<file path="config.mk">
export PLATFORM = sky130hd
export DESIGN_NAME = fsuc_div
export DESIGN_NICKNAME = d
export VERILOG_FILES = /design/src/rtl/fsuc_pkg.sv /design/src/rtl/fsuc_div.sv
export SDC_FILE = /design/constraint.sdc
export NUM_CORES = 2
export LEC_CHECK = 0
export ABC_AREA = 1
export BUFFER_PORTS_ARGS = -buffer_cell sky130_fd_sc_hd__buf_2
export CAP_MARGIN = 10
export CORE_MARGIN = 3
export CORE_UTILIZATION = 30
export CTS_CLUSTER_SIZE = 16
export DETAILED_ROUTE_END_ITERATION = 8
export GPL_TIMING_DRIVEN = 0
export MAX_ROUTING_LAYER = met4
export SYNTH_ARGS = -nofsm -noshare
export SYNTH_HDL_FRONTEND = slang
export SYNTH_SLANG_ARGS = --single-unit
</file>
<file path="constraint.sdc">
create_clock -name clk -period 21.9 [get_ports clk]
set_clock_uncertainty 0.1 [all_clocks]
set_input_delay 4.38 -clock clk [delete_from_list [all_inputs] [get_ports clk]]
set_output_delay 4.38 -clock clk [all_outputs]
set_load 0.005 [all_outputs]
</file>
<file path="src/rtl/fsuc_pkg.sv">
// ----------------------------------------------------------------------------
// fsuc_pkg
// Types, widths, unit tables and divider step function shared by the
// forecast step unit converter.
// ----------------------------------------------------------------------------
`default_nettype none

package fsuc_pkg;

  // table sizes
  localparam int NCODED = 14;
  localparam int NSTEP  = 16;

  // widths
  localparam int TAB_W      = 23;  // signed seconds-per-unit entry
  localparam int DIVS_W     = 22;  // divisor magnitude
  localparam int PROD_W     = 55;  // signed step times seconds
  localparam int MAG_W      = 54;  // product magnitude
  localparam int SUM_W      = 58;  // signed range arithmetic
  localparam int DIV_BITS   = 6;   // quotient bits per divider stage
  localparam int DIV_STAGES = MAG_W / DIV_BITS;

  localparam logic [31:0] LEN_MAX = 32'hFFFF_FFFF;

  typedef enum logic [1:0] {
    ST_OK,
    ST_DECODE,
    ST_RANGE
  } status_t;

  // divider partial state
  typedef struct packed {
    logic [DIVS_W-1:0] rem;
    logic [MAG_W-1:0]  nq;
  } div_st_t;

  // item fields carried alongside the divider
  typedef struct packed {
    logic                     func;
    logic signed [31:0]       new_step;
    logic signed [31:0]       coded_step;
    logic [7:0]               coded_units;
    logic [7:0]               step_units;
    logic                     range_present;
    logic [7:0]               range_unit;
    logic [31:0]              range_length;
    logic                     rng_err;
    logic                     cc_one;
    logic                     ss_one;
    logic                     cc_neg;
    logic                     ss_neg;
    logic                     cr_neg;
    logic signed [PROD_W-1:0] v;
    logic                     s_neg;
  } meta_t;

  // resolved word before the range update
  typedef struct packed {
    status_t                  status;
    logic                     func;
    logic signed [SUM_W-1:0]  val;
    logic signed [SUM_W-1:0]  ncoded;
    logic signed [SUM_W-1:0]  old;
    logic signed [SUM_W-1:0]  qc;
    logic                     same_ru;
    logic [7:0]               ncu;
    logic [7:0]               fs;
    logic signed [31:0]       coded_step;
    logic [7:0]               coded_units;
    logic [7:0]               step_units;
    logic                     range_present;
    logic [31:0]              range_length;
  } res_t;

  // seconds per coded unit
  function automatic logic signed [TAB_W-1:0] coded_secs(input logic [7:0] idx);
    logic signed [TAB_W-1:0] r;
    case (idx) inside
      8'd0:          r = TAB_W'(60);
      8'd1:          r = TAB_W'(3600);
      8'd2:          r = TAB_W'(86400);
      8'd3:          r = TAB_W'(2592000);
      [8'd4:8'd9]:   r = TAB_W'(-1);
      8'd10:         r = TAB_W'(10800);
      8'd11:         r = TAB_W'(21600);
      8'd12:         r = TAB_W'(43200);
      default:       r = TAB_W'(1);
    endcase
    return r;
  endfunction

  // seconds per step unit
  function automatic logic signed [TAB_W-1:0] step_secs(input logic [7:0] idx);
    logic signed [TAB_W-1:0] r;
    case (idx)
      8'd14:   r = TAB_W'(900);
      8'd15:   r = TAB_W'(1800);
      default: r = coded_secs(idx);
    endcase
    return r;
  endfunction

  // magnitude of a table entry
  function automatic logic [DIVS_W-1:0] tab_mag(input logic signed [TAB_W-1:0] x);
    logic signed [TAB_W-1:0] a;
    a = x[TAB_W-1] ? -x : x;
    return a[DIVS_W-1:0];
  endfunction

  // a few restoring division steps
  function automatic div_st_t div_steps(input div_st_t st, input logic [DIVS_W-1:0] d);
    div_st_t       r;
    logic [DIVS_W:0] t;
    logic          ge;
    r = st;
    for (int i = 0; i < DIV_BITS; i++) begin
      t     = {r.rem, r.nq[MAG_W-1]};
      ge    = (t >= {1'b0, d});
      r.nq  = {r.nq[MAG_W-2:0], ge};
      r.rem = ge ? DIVS_W'(t - {1'b0, d}) : t[DIVS_W-1:0];
    end
    return r;
  endfunction

endpackage

`default_nettype wire

</file>
<file path="src/rtl/fsuc_div.sv">
// ----------------------------------------------------------------------------
// fsuc_div
// Pipelined unsigned divider, a few quotient bits per stage, giving the
// quotient and whether the remainder is nonzero.
// ----------------------------------------------------------------------------
`default_nettype none

module fsuc_div (
  input  wire logic                            clk,
  input  wire logic [fsuc_pkg::MAG_W-1:0]      dividend,
  input  wire logic [fsuc_pkg::DIVS_W-1:0]     divisor,
  output logic      [fsuc_pkg::MAG_W-1:0]      quotient,
  output logic                                 rem_nz
);

  localparam int NS = fsuc_pkg::DIV_STAGES;

  fsuc_pkg::div_st_t               st_r   [NS];
  fsuc_pkg::div_st_t               st_nxt [NS];
  logic [fsuc_pkg::DIVS_W-1:0]     d_r    [NS];
  logic [fsuc_pkg::DIVS_W-1:0]     d_nxt  [NS];

  // stage step logic
  always_comb begin
    fsuc_pkg::div_st_t st0;
    st0.rem   = '0;
    st0.nq    = dividend;
    st_nxt[0] = fsuc_pkg::div_steps(st0, divisor);
    d_nxt[0]  = divisor;
    for (int k = 1; k < NS; k++) begin
      st_nxt[k] = fsuc_pkg::div_steps(st_r[k-1], d_r[k-1]);
      d_nxt[k]  = d_r[k-1];
    end
  end

  // stage registers
  always_ff @(posedge clk) begin
    for (int k = 0; k < NS; k++) begin
      st_r[k] <= st_nxt[k];
      d_r[k]  <= d_nxt[k];
    end
  end

  assign quotient = st_r[NS-1].nq;
  assign rem_nz   = |st_r[NS-1].rem;

endmodule

`default_nettype wire
</file>
# Yosys cells after proc, flatten, opt, wreduce, memory -nomap -nowiden
# Memories as Yosys holds them, arrays and structs flattened.
# Index checks and enable logic that the tools add are counted.
# totals
inputBits	77
mem_bits_rw	882
mem_count	2
out_inout_bits	55
ff_bits	0
# mem_list
memory	depth	word_bits	read_ports	rd_ports_with_merged_regs	write_ports	line	rtl
st_r	9	76	9	0	9	fsuc_div.sv:18	fsuc_pkg::div_st_t st_r [NS];
d_r	9	22	8	0	9	fsuc_div.sv:20	logic [fsuc_pkg::DIVS_W-1:0] d_r [NS];
# classes
magnitude_cmp	54
mux	54
reduce_logical	1
n_addsub	54
# op_table
cell	n
$ge A23 B22 Y1	53
$mux W22	54
$sub A22 B22 Y22	53
$ge A1 B22 Y1	1
$reduce_or A22 Y1	1
$sub A1 B22 Y22	1

# Longest topological paths before layout
# depth
depth_word	12
ltp_mapped	105
depth_no_buf	99

# Worst setup path after synthesis
# OpenSTA, ideal clock, no wires.
# synth_timing
kind	input port to flip-flop
from	in divisor[1] (netlist bit)
to	mem st_r[0][55] (netlist bit)
cell_stages	95
arrival_time_ns	15.919
setup_time_ns	0.058
path_slack_ns	5.823
required_time_ns	21.742
cell_sequence	inv_1 ha_1 inv_1 nand2_1 nand2_1 nor3_2 inv_2 clkbuf_1 buf_1 nor2_1 ha_1 nand2_1 nor2_1 and3_1 nand3_1 nand3_1 nand2_1 nand2_1 [59 not listed] nand2_1 o211ai_1 a21oi_1 o21ai_0 nand2_1 nand2_1 nand3_1 nand2_1 nand2_1 nand2_1 nand3_1 nand2_1 a21oi_1 nand2_1 nor2_2 buf_4 nand2_1 nand2_1
# synth_rtl
element	line	rtl
start: declaration	fsuc_div.sv:11	input wire logic [fsuc_pkg::DIVS_W-1:0] divisor,
end: declaration	fsuc_div.sv:18	

==> results.txt <==
status = completed
Area Growth Syn to Fin = 10.7%
Worst Tran Pin Value = 1.07 ns
Synth top area share = 19.4%
Rows = 198
Final period util = 89.3%
Setup crit start kind = primary input
Worst Setup End Kind = register
max_cap viols = 0
post-synthesis cell count = 13500
relative slew slack = 28.5%
Worst Path Required = 22.58 ns
hold path depth = 0
synthesized cell area = 88600 µm²
Clock Sink Count = 860
Synth Net Count = 14800
Root Buffer = clkbuf_16
critical setup path kind = primary input to register
worst r2r src = d_r[0][1]
vias = 87900
DR WL/cell = 16.7 µm
core area = 293000 µm²
Synth warnings = 0
die area = 302000 µm²
initial antenna violation count = 21
gr ovfl total = 0
worst setup path end = st_r[0][61]
Tot GR Track Use = 19.4%
CTS clk-pin slew, worst paths = 0.06 ns
Setup violations, final = 0
number of synthesized flops with an enable pin = 0
CTS tree = built
non-filler cells, final = 17700
I/O Buffers = 131
Synth Register Bits = 860
pin count of the biggest net entering global routing = 19
Worst Path Arrival = 20.23 ns
drt pass-1 iters = 6
initial core utilization = 30.3%
Synth area leader = dfxtp_1
Routed WL = 296 mm
CTS hold repair buffers = 0
Antenna Nets Post-Route = 0
# IOs = 132
syn avg cell area = 6.59 µm²
CTS HTree Levels = 3
drt initial violations = 6745
TritonCTS Buffers = 114
most used cell, CP = nand2_1
layout cells sized above 1 = 6.30%
slowest stage delay, CP = 0.46 ns
crit path launch = divisor[1]
Die H = 550 µm
CTS max path bufs = 4
endpoints failing hold = 0
vias in the first global route = 81600
drt via density = 4.97
Seq/Total Area, Yosys = 19.4%
wire length of the first global-routing pass = 456 mm
final slew viol count = 0
setup TNS = 0 ns
routability cong. = 0.968
top-count cell post-synth = nand2_1
r2r setup slk = 4.80 ns
Core Util, Final = 33.5%
final-stage net count = 15000
worst setup margin = 2.35 ns
Worst-Skew Late Latency = 0.88 ns
Placed Cells = 17500
list of most frequent post-synthesis cells = nand2_1, inv_1, a21oi_1
Distinct cells, synth = 71
worst reg2reg path endpoint = st_r[0][133]
slowest CP cell = buf_1
ys async rst share = 0%
worst r2r path cells = 89
RSZ-0062 raised after global routing = false
fmax = 0.0512 GHz
CTS resizes = 0
HPWL Detailed = 243 mm
Synth area leaders = dfxtp_1, nand2_1, ha_1
# Post-CTS Setup Buffers = 0
minimum clock period = 19.55 ns
Residual DRC = 0
Main synth FF type = dfxtp_1
min-delay worst type = register to register
Die W = 550 µm
Crit Path Max Fanout = 12
pre-CTS setup slack = 1.88 ns
## cell usage in the layout (no fill, tap or decap), types with 13 or more instances in the layout
master / instances
a211oi_1: 16
a21boi_0: 59
a21o_1: 82
a21oi_1: 1192
a31oi_1: 79
and2_1: 14
buf_2: 248
buf_4: 94
buf_6: 26
clkbuf_1: 40
clkbuf_16: 114
clkinvlp_4: 17
dfxtp_1: 860
fa_1: 53
ha_1: 1168
inv_1: 1435
inv_2: 40
inv_6: 16
nand2_1: 3958
nand2_2: 54
nand3_1: 779
nand3_2: 27
nand3b_1: 24
nand4_1: 153
nor2_1: 649
nor2_2: 26
nor2_4: 13
nor3_1: 95
nor4_1: 71
o211ai_1: 32
o21a_1: 40
o21ai_0: 812
o21ai_1: 182
o21ai_2: 42
o21bai_1: 86
or2_2: 44
xnor2_1: 409
xor2_1: 553
## registers in the layout (all words and copies together) (netlist names)
| register | cells |
|---|---|
| st_r | 684 |
| d_r | 176 |
## kinds of logic (layout without fill, tap and decap cells)
family / count (synthesis) / after routing / synth area share (%)
and+or+nand+nor: 5968 / 5968 / 28.5
AOI/OAI and AO/OA: 2692 / 2692 / 16.7
buffers and inverters: 1752 / 2090 / 8.26
adders and majority gates: 1221 / 1221 / 17.7
xor gates and xnor gates: 962 / 962 / 9.50
DFF: 860 / 860 / 19.4
other: 0 / 8 / 0
## routing by layer
layer | track usage [%] | part of all wire, %
met1 | 25.7 | 46
met3 | 1.90 | 5.9
met4 | 6.07 | 3.3
met2 | 31.1 | 45
met5 | - | 0
## how the worst min path moves through the flow
| stage | from | end |
|---|---|---|
| 2_1_floorplan | st_r[0][18] | st_r[0][100] |
| 3_3_place_gp | st_r[0][36] | st_r[0][118] |
| 3_5_place_dp | st_r[0][344] | st_r[0][426] |
| 4_1_cts | st_r[0][399] | st_r[0][481] |
| 5_1_grt | st_r[0][399] | st_r[0][481] |
| 6_report | st_r[0][399] | st_r[0][481] |
## layout make-up
class,instances,area (µm²)
multi-input cells,10800,64100
diodes,8,20.0
fillers,32000,194000
clock inverters,71,836
well taps,3900,4880
flip-flops and latches,860,17200
clock buffers,136,3060
plain buffers,273,1760
inverters,1479,5560
repair buffers,131,656
## critical path: cells and delay by family
kind | cells | cell delay (ns)
AND/OR/NAND/NOR | 54 | 5.37
adder cells (fa/ha/maj) | 6 | 2.22
buffers and inverters | 15 | 3.62
AO/OA/AOI/OAI | 22 | 4.65
## stage by stage
stage / cell area (µm²) / hold WS [ns]
finish: 98100 / 0.188
global route: 98100 / 0.173
CTS: 98100 / 0.177
detailed placement: 94200 / 0.212
global placement: 94200 / 0.211
floorplan: 88600 / 0.210
Power is left out: the tool's default activity adds up to more than one toggle a clock period on the data nets, which glitch-free logic cannot reach.
